### src/hw/rtl/rne_pkg.sv
// rne_pkg: shared types and the numeral symbol table for the roman numeral encoder
// used by rne_ctrl, rne_dp and roman_numeral_encoder; depends on nothing
package rne_pkg;

   localparam int NUM_W     = 12;
   localparam int LETTER_W  = 8;
   localparam int SYM_COUNT = 13;
   localparam int SYM_IDX_W = $clog2(SYM_COUNT);

   localparam logic [NUM_W-1:0] MAX_VALUE = 12'd3999;
   localparam logic [LETTER_W-1:0] NO_LETTER = 8'h00;

   // greedy table, largest first; two-letter entries are the subtractive forms
   localparam logic [NUM_W-1:0] SYM_VALUE [SYM_COUNT] = '{
      12'd1000, 12'd900, 12'd500, 12'd400, 12'd100, 12'd90, 12'd50,
      12'd40, 12'd10, 12'd9, 12'd5, 12'd4, 12'd1
   };

   // M CM D CD C XC L XL X IX V IV I
   localparam logic [LETTER_W-1:0] SYM_FIRST [SYM_COUNT] = '{
      8'h4D, 8'h43, 8'h44, 8'h43, 8'h43, 8'h58, 8'h4C,
      8'h58, 8'h58, 8'h49, 8'h56, 8'h49, 8'h49
   };

   localparam logic [LETTER_W-1:0] SYM_SECOND [SYM_COUNT] = '{
      8'h00, 8'h4D, 8'h00, 8'h44, 8'h00, 8'h43, 8'h00,
      8'h4C, 8'h00, 8'h58, 8'h00, 8'h56, 8'h00
   };

   localparam logic [SYM_COUNT-1:0] SYM_PAIR = 13'b0101010101010;

   typedef struct packed {
      logic load;
      logic step;
   } dp_cmd_type;

   typedef struct packed {
      logic last;
   } dp_sts_type;

endpackage

### src/hw/rtl/rne_ctrl.sv
// rne_ctrl: two-state controller that sequences one request through the datapath
// depends on rne_pkg
module rne_ctrl (
   input  logic                clock,
   input  logic                reset,
   input  logic                start,
   output logic                busy,
   output rne_pkg::dp_cmd_type cmd,
   input  rne_pkg::dp_sts_type sts
);

   localparam logic ST_IDLE = 1'b0;
   localparam logic ST_RUN  = 1'b1;

   logic state_ff;
   logic state_in;

   always_comb begin
      state_in = state_ff;
      unique case (state_ff)
         ST_IDLE: begin
            if (start) state_in = ST_RUN;
         end
         ST_RUN: begin
            if (sts.last) state_in = ST_IDLE;
         end
         default: state_in = ST_IDLE;
      endcase
   end

   always_ff @(posedge clock) begin
      if (reset) state_ff <= ST_IDLE;
      else       state_ff <= state_in;
   end

   assign busy     = (state_ff == ST_RUN);
   assign cmd.load = start && (state_ff == ST_IDLE);
   assign cmd.step = (state_ff == ST_RUN);

endmodule

### src/hw/rtl/rne_dp.sv
// rne_dp: remainder register, greedy symbol select and registered letter output
// depends on rne_pkg
module rne_dp (
   input  logic                        clock,
   input  logic                        reset,
   input  rne_pkg::dp_cmd_type         cmd,
   output rne_pkg::dp_sts_type         sts,
   input  logic [rne_pkg::NUM_W-1:0]   number_in,
   output logic                        rsp_valid,
   output logic [rne_pkg::LETTER_W-1:0] rsp_letter,
   output logic                        rsp_bad_value,
   output logic                        rsp_last_letter
);

   logic [rne_pkg::NUM_W-1:0]    rem_ff, rem_in;
   logic                         bad_ff, bad_in;
   logic                         half_ff, half_in;
   logic                         valid_ff;
   logic [rne_pkg::LETTER_W-1:0] letter_ff, letter_in;
   logic                         badout_ff;
   logic                         last_ff, last_in;
   logic [rne_pkg::SYM_IDX_W-1:0] sel;

   // first table entry that fits in the remainder
   always_comb begin
      sel = '0;
      for (int i = rne_pkg::SYM_COUNT - 1; i >= 0; i--) begin
         if (rem_ff >= rne_pkg::SYM_VALUE[i]) sel = rne_pkg::SYM_IDX_W'(i);
      end
   end

   always_comb begin
      rem_in    = rem_ff;
      bad_in    = bad_ff;
      half_in   = half_ff;
      letter_in = rne_pkg::NO_LETTER;
      last_in   = 1'b0;
      priority if (cmd.load) begin
         rem_in  = number_in;
         bad_in  = (number_in == '0) || (number_in > rne_pkg::MAX_VALUE);
         half_in = 1'b0;
      end else if (cmd.step && bad_ff) begin
         last_in = 1'b1;
      end else if (cmd.step && half_ff) begin
         // second letter of a subtractive pair
         letter_in = rne_pkg::SYM_SECOND[sel];
         rem_in    = rem_ff - rne_pkg::SYM_VALUE[sel];
         last_in   = (rem_ff == rne_pkg::SYM_VALUE[sel]);
         half_in   = 1'b0;
      end else if (cmd.step) begin
         letter_in = rne_pkg::SYM_FIRST[sel];
         if (rne_pkg::SYM_PAIR[sel]) begin
            half_in = 1'b1;
         end else begin
            rem_in  = rem_ff - rne_pkg::SYM_VALUE[sel];
            last_in = (rem_ff == rne_pkg::SYM_VALUE[sel]);
         end
      end
   end

   always_ff @(posedge clock) begin
      if (reset) valid_ff <= 1'b0;
      else       valid_ff <= cmd.step;
   end

   always_ff @(posedge clock) begin
      rem_ff  <= rem_in;
      bad_ff  <= bad_in;
      half_ff <= half_in;
      if (cmd.step) begin
         letter_ff <= letter_in;
         badout_ff <= bad_ff;
         last_ff   <= last_in;
      end
   end

   assign sts.last        = cmd.step && last_in;
   assign rsp_valid       = valid_ff;
   assign rsp_letter      = letter_ff;
   assign rsp_bad_value   = badout_ff;
   assign rsp_last_letter = last_ff;

endmodule

### src/hw/rtl/roman_numeral_encoder.sv
// roman_numeral_encoder: top level, converts 1..3999 to a run of ascii numeral letters
// depends on rne_pkg, rne_ctrl and rne_dp
// a request is taken when start is high and busy is low; letters follow one per cycle
// the request is loaded into the remainder register and each letter then goes through the
// registered letter output, n letters (1 to 15) in all; the next request is taken while the
// last letter shows; the greedy select loop gives one letter a cycle
// synchronous reset returns the controller to idle and drops rsp_valid; the receiver never stalls
module roman_numeral_encoder (
   input  logic                         clock,
   input  logic                         reset,
   input  logic                         start,
   output logic                         busy,
   input  logic [rne_pkg::NUM_W-1:0]    req_number_in,
   output logic                         rsp_valid,
   output logic [rne_pkg::LETTER_W-1:0] rsp_letter,
   output logic                         rsp_bad_value,
   output logic                         rsp_last_letter
);

   rne_pkg::dp_cmd_type cmd;
   rne_pkg::dp_sts_type sts;

   rne_ctrl u_ctrl (
      .clock (clock),
      .reset (reset),
      .start (start),
      .busy  (busy),
      .cmd   (cmd),
      .sts   (sts)
   );

   rne_dp u_dp (
      .clock           (clock),
      .reset           (reset),
      .cmd             (cmd),
      .sts             (sts),
      .number_in       (req_number_in),
      .rsp_valid       (rsp_valid),
      .rsp_letter      (rsp_letter),
      .rsp_bad_value   (rsp_bad_value),
      .rsp_last_letter (rsp_last_letter)
   );

endmodule
### config.mk
export PLATFORM = sky130hd
export DESIGN_NAME = roman_numeral_encoder
export DESIGN_NICKNAME = d
export VERILOG_FILES = /design/src/hw/rtl/rne_pkg.sv /design/src/hw/rtl/rne_ctrl.sv /design/src/hw/rtl/rne_dp.sv /design/src/hw/rtl/roman_numeral_encoder.sv
export SDC_FILE = /design/constraint.sdc
export NUM_CORES = 1
export LEC_CHECK = 0
export ABC_AREA = 1
export BUFFER_PORTS_ARGS = -buffer_cell sky130_fd_sc_hd__buf_2
export CAP_MARGIN = 20
export CORE_ASPECT_RATIO = 2
export CORE_MARGIN = 2
export CORE_UTILIZATION = 57
export CTS_BUF_LIST = sky130_fd_sc_hd__clkbuf_2
export DETAILED_ROUTE_END_ITERATION = 10
export HOLD_SLACK_MARGIN = 0.15
export PLACE_DENSITY_LB_ADDON = 0.05
export SLEW_MARGIN = 0
export SYNTH_ARGS = -nofsm -noshare
export SYNTH_HDL_FRONTEND = slang
export SYNTH_HIERARCHICAL = 1
export SYNTH_SLANG_ARGS = --single-unit
### constraint.sdc
create_clock -name clock -period 7.5 [get_ports clock]
set_clock_uncertainty 0.05 [all_clocks]
set_input_delay 1.5 -clock clock [delete_from_list [all_inputs] [get_ports clock]]
set_output_delay 1.5 -clock clock [all_outputs]
set_load 0.1 [all_outputs]
==> Word-level counts from Yosys, hierarchy flattened <==
Memory sizes are Yosys's and may differ from the RTL's.
Cells that the tools add are included.
{ "word_totals": {"mem_bits_ro": 464, "reg_bits": 26, "memories": 4} }
{ "memory_table": {"columns": ["name", "words", "width", "rd", "rd_ports_with_merged_regs", "write_ports", "line", "text"], "rows": [
  ["(name not given)", 16, 12, 1, 0, 0, "rne_dp.sv:47", "rem_in = rem_ff - rne_pkg::SYM_VALUE[sel];"],
  ["(name not given)", 16, 8, 1, 0, 0, "rne_dp.sv:46", "letter_in = rne_pkg::SYM_SECOND[sel];"],
  ["(name not given)", 16, 8, 1, 0, 0, "rne_dp.sv:51", "letter_in = rne_pkg::SYM_FIRST[sel];"],
  ["(name not given)", 16, 1, 1, 0, 0, "rne_dp.sv:52", "if (rne_pkg::SYM_PAIR[sel]) begin"]
]} }
{ "classes": {"n_mux": 37, "order_cmp": 16, "n_bitwise": 3, "n_eq_ne": 3, "reduce_logical": 12, "n_addsub": 1} }
{ "op_table": {"columns": ["operator", "count"], "rows": [
  ["$mux W12", 7],
  ["$mux W4", 13],
  ["$mux W8", 5],
  ["$ge A12 B10 Y1 const B", 2],
  ["$ge A12 B3 Y1 const B", 2],
  ["$ge A12 B4 Y1 const B", 2],
  ["$ge A12 B6 Y1 const B", 2],
  ["$ge A12 B7 Y1 const B", 2],
  ["$ge A12 B9 Y1 const B", 2],
  ["$eq A12 B12 Y1", 1],
  ["$ge A12 B1 Y1 const B", 1],
  ["$gt A12 B12 Y1 const B", 1],
  ["$logic_not A12 Y1", 1],
  ["$sub A12 B12 Y12", 1],
  ["$mux W1", 11],
  ["$reduce_and A3 Y1", 2],
  ["$ge A5 B5 Y1 const B", 1],
  ["$lt A4 B5 Y1 const B", 1],
  ["$not A4 Y5", 1],
  ["$logic_and A1 B1 Y1", 4],
  ["$reduce_bool A2 Y1", 2],
  ["$ne A3 B2 Y1 const B", 1],
  ["$reduce_bool A3 Y1", 1],
  ["$ne A2 B2 Y1 const B", 1],
  ["4 further kinds", 5]
]} }

==> Logic depth before layout (Yosys ltp) <==
{ "depth": {"word_depth": 27, "ltp_mapped": 31, "ltp_nobuf": 31} }

==> Modules after synthesis <==
Netlist, hierarchy kept.
{ "by_module_without_submodules": {"columns": ["module", "seq_area_each_um2", "instances", "cells_per_inst", "area_each_um2"], "rows": [
  ["rne_dp", 670.6, 1, 301, 2224.6],
  ["rne_ctrl", 20.0, 1, 8, 57.6]
]} }

==> Worst setup path before layout <==
Ideal clock, no wire load.
{ "synth_timing": {"kind": "reg-to-reg", "from": "register u_dp/rem_ff[6] (netlist name)", "to": "register u_dp/rem_ff[10] (netlist name) (data pin)", "path_stages_with_launch": 26, "t_required_ps": 7196, "period_less_slack_ps": 3721, "path_slack_ps": 3779, "arrival_ps": 3417, "n_path_buf": 0, "setup_time_ps": 254, "path_cell_list": "edfxtp_1 > nor2_2 > nand2_1 > nor2_2 > nand2_2 > nand3_1 > inv_1 > o211ai_1 > nand2_1 > nand2_1 > inv_1 > ha_1 > nor2_1 > o21ai_1 > inv_1 > fa_1 > o21ai_0 > a21oi_1 > nor2_1 > nor3_1 > nor2_1 > o21ai_0 > nand2_1 > o21ai_0 > a21oi_1 > nor2_1"} }
{ "synth_via": {"elab_chain_cells": 24} }
{ "synth_rtl": {"columns": ["item", "line", "text"], "rows": [
  ["start: declaration", "rne_dp.sv:15", "logic [rne_pkg::NUM_W-1:0] rem_ff, rem_in;"],
  ["start signal: assignment", "rne_dp.sv:67", "rem_ff <= rem_in;"],
  ["$ge A12 B1 Y1", "rne_dp.sv:28", "if (rem_ff >= rne_pkg::SYM_VALUE[i]) sel = rne_pkg::SYM_IDX_W'(i);"],
  ["$mux W4 (13 in a row)", "rne_dp.sv:28", null],
  ["$not A4 Y5 (not written as such)", "rne_dp.sv:47, rne_dp.sv:55", null],
  ["$mem_v2 Z16 W12", null, null],
  ["$mux W12 (not written as such) (2 in a row)", "rne_dp.sv:47", null],
  ["$sub A12 B12 Y12 *", "rne_dp.sv:47", null],
  ["$mux W12", "rne_dp.sv:52", null],
  ["$mux W12", "rne_dp.sv:50", "end else if (cmd.step) begin"],
  ["$mux W12 *", "rne_dp.sv:44", "end else if (cmd.step && half_ff) begin"],
  ["$mux W12 *", "rne_dp.sv:42", "end else if (cmd.step && bad_ff) begin"],
  ["$mux W12 *", "rne_dp.sv:38", "priority if (cmd.load) begin"],
  ["via u_dp.rem_in, one bit", "rne_dp.sv:15", null]
]} }
The timed path passes the listed nets; every way through them passes the cells marked *. The select of a mux whose other input is x is not followed.
A chain may end at the register's enable or synchronous reset.

==> Final worst setup path <==
Ends and elaborated chain as after synthesis.

==> reports/metrics.cfg <==
[status]
status=finished clean

[sta]
fmax_mhz=237
grt_setup_unrepaired=no
max_slew.worst_pin.slew_ns=0.587
timing.slew.headroom=0.608
hold_viol=0
final-setup-viol-count=0
layout_min_cycle_time_ns=4.22
finalSetupTns_ns=0
maxSlewViolCount=0
min_period_over_period=0.563
timing.hold.ws_ns=0.454

[yosys]
syn-cell-area_um2=2280
synth_common_cells=nand2_1 (62), inv_1 (43), nor2_1 (31)
synth_top_cell_by_area=edfxtp_1
synth_warnings=6
synth-edff-count=21
yosysMostFrequentCell=nand2_1
ys_seq_area_frac=0.303
synth_top_cell_area_share=0.276
synth-seq-cells=24
synth_cell_types=46
synthFlopType=edfxtp_1
ys_async_sr_fraction=0
syn_inst=309
synthTopCellsByArea=edfxtp_1 (28%), nand2_1 (10%), ha_1 (8.8%)
avgSynthCellArea_um2=7.39

[power]
ir_worst_vdd_v=0.000293
combPwrFrac=0.627
netSwitchingFraction=0.521
p_int_uw=426
power_frac_seq=0.277
p_sw_uw=463
p_clk_frac=0.097
p_leak_uw=0.00114
power.density_nw_per_um2=359

[cts]
ctsResizeCount=0
cts_tree=done
post-cts-setup-buffers=0
clk_pin_slew_ns=0.23
cts_buffer_depth=2
numCtsBuffers=3
clock-sinks=24
root_buffer=clkbuf_2
hold_buffers=0
clock_latency_ns=0.34
cts_max_level=1

[grt]
grt_max_degree=21
antenna_found_initial=0
track_usage=0.267
grt_remaining_overflow=0
grt_pass1_wl_mm=9.28
grt_pass1_vias=2208

[detailed_routing]
drt_first_pass_iters=4
ant_nets=0
routed-via-count=2139
drc=0
drtIter0Drc=79
wl_per_cell_um=14.5
totalWireLength_mm=5.56
via_per_inst=5.58

[placed_design]
placed_area_um2=2430
globalplace.congestion=0.872
placed_cells=379
hpwlAfterDp_mm=4.57
io_buffers=24

[setup_path]
critPathArrivalTime_ns=4.39
end_kind=flop
cp_max_fo=8
start_kind=flop
critPathKind=reg2reg
required_ns=7.67

[job]
cap_viol_max_count=0

[finish]
fillCellCount=385
final_area_um2=2480
drive_gt1_frac=0.184
fin_nets=365
final_cells=383
antenna_cells=0
syn2layout_area_growth_pct=8.55
fin_util=0.645

[floorplanning]
die_w_um=48.7
rows=32
core-area_um2=3840
die_area_um2=4560
pin_count=27
fp.dieH_um=93.5
initial_core_util=0.594

[hold_path]
min_path_type=reg2reg

-- worst max-delay path, stage by stage (launching register included) --
cell,delay [ns]
edfxtp_1,0.57
nor2_2,0.16
nand2_1,0.09
nor2_2,0.16
nand2_2,0.12
nand3_1,0.09
inv_1,0.06
o211ai_1,0.21
nand2_1,0.08
nand2_1,0.19
inv_1,0.12
ha_1,0.33
a21oi_1,0.18
ha_1,0.24
fa_1,0.22
o21ai_0,0.09
a21oi_1,0.24
nor2_1,0.06
nor3_1,0.20
nor2_1,0.08
o21ai_0,0.16
nand2_1,0.08
o21ai_0,0.15
a21oi_1,0.06
nor2_1,0.10
-- path summary, 6_finish.rpt --
check / from / endpoint / slack, ns / cells after the start
max: u_dp/rem_ff[6] / u_dp/rem_ff[10] / 3.28 / 24
min: u_dp/half_ff / u_dp/half_ff / 0.45 / 2
max reg2reg: u_dp/rem_ff[6] / u_dp/rem_ff[10] / 3.28 / 24
min reg2reg: u_dp/half_ff / u_dp/half_ff / 0.45 / 2
-- layout by cell type, fill, tap and decap left out, types with 2 or more instances in the layout --
| cell type | synthesis | routed |
|---|---|---|
| a21oi_1 | 23 | 23 |
| a31oi_1 | 3 | 3 |
| buf_2 | 0 | 24 |
| clkbuf_2 | 0 | 3 |
| conb_1 | 1 | 2 |
| dfxtp_1 | 3 | 3 |
| edfxtp_1 | 21 | 21 |
| ha_1 | 16 | 16 |
| inv_1 | 43 | 43 |
| inv_2 | 5 | 5 |
| nand2_1 | 62 | 62 |
| nand2_2 | 8 | 8 |
| nand2_4 | 2 | 2 |
| nand3_1 | 10 | 10 |
| nand4_1 | 3 | 3 |
| nor2_1 | 31 | 31 |
| nor2_2 | 5 | 5 |
| nor2_4 | 2 | 2 |
| nor2_8 | 2 | 2 |
| nor3_1 | 5 | 5 |
| nor4_1 | 4 | 4 |
| o211ai_1 | 3 | 3 |
| o21ai_0 | 23 | 23 |
| o21ai_1 | 4 | 4 |
| o22ai_1 | 2 | 2 |
| o31ai_1 | 2 | 2 |
| xor2_1 | 2 | 2 |
-- final cells by class --
class                      count  area, um^2  share of cell area
sequential                    24         691               0.279
clock buffer                   3        15.0             0.00606
multi-input combinational    230        1360               0.549
inverter                      49         189              0.0763
timing repair buffer          25         128              0.0515
tap                           51        63.8              0.0258
clock inverter                 1        30.0              0.0121
-- state kept, by name (all words and copies together) (netlist names) --
| signal | flops |
|---|---|
| u_dp/rsp_bad_value | 1 |
| u_dp/rsp_valid | 1 |
| u_dp/rem_ff | 12 |
| u_dp/rsp_last_letter | 1 |
| u_ctrl/busy | 1 |
| u_dp/half_ff | 1 |
| u_dp/rsp_letter | 6 |
| u_dp/bad_ff | 1 |
-- power groups by stage --
stage          clock network, uW  registers (uW)  logic (uW)
3_3_place_gp                   0             247         548
4_1_cts                     87.8             244         554
3_5_place_dp                   0             248         551
5_1_grt                     93.7             251         630
6_report                    86.1             246         557
2_1_floorplan                  0             274         405
-- cell families (layout without fill, tap and decap cells) --
group / Yosys count / count (layout) / share of synthesized area
flops: 24 / 24 / 0.303
fa+ha+maj: 17 / 17 / 0.0965
xor+xnor: 3 / 3 / 0.0115
buf+inv: 56 / 78 / 0.103
simple gates: 138 / 138 / 0.300
other cells: 1 / 2 / 0.00164
compound gates: 70 / 70 / 0.185
-- per-stage QoR --
stage / total power (uW) / worst slack [ns]
after global routing: 975 / 2.91
after floorplan: 679 / 3.78
final: 889 / 3.28
after detailed placement: 798 / 3.35
after CTS: 886 / 3.30
after global placement: 795 / 3.43
-- per-layer routing --
metal	vias to the layer above	track usage	wire length, um
met5	-	0	0
li1	1076	-	-
met3	22	0.0256	118
met2	58	0.532	3170
met4	0	0.190	291
met1	983	0.240	1980
(Power assumes the default switching activity.)
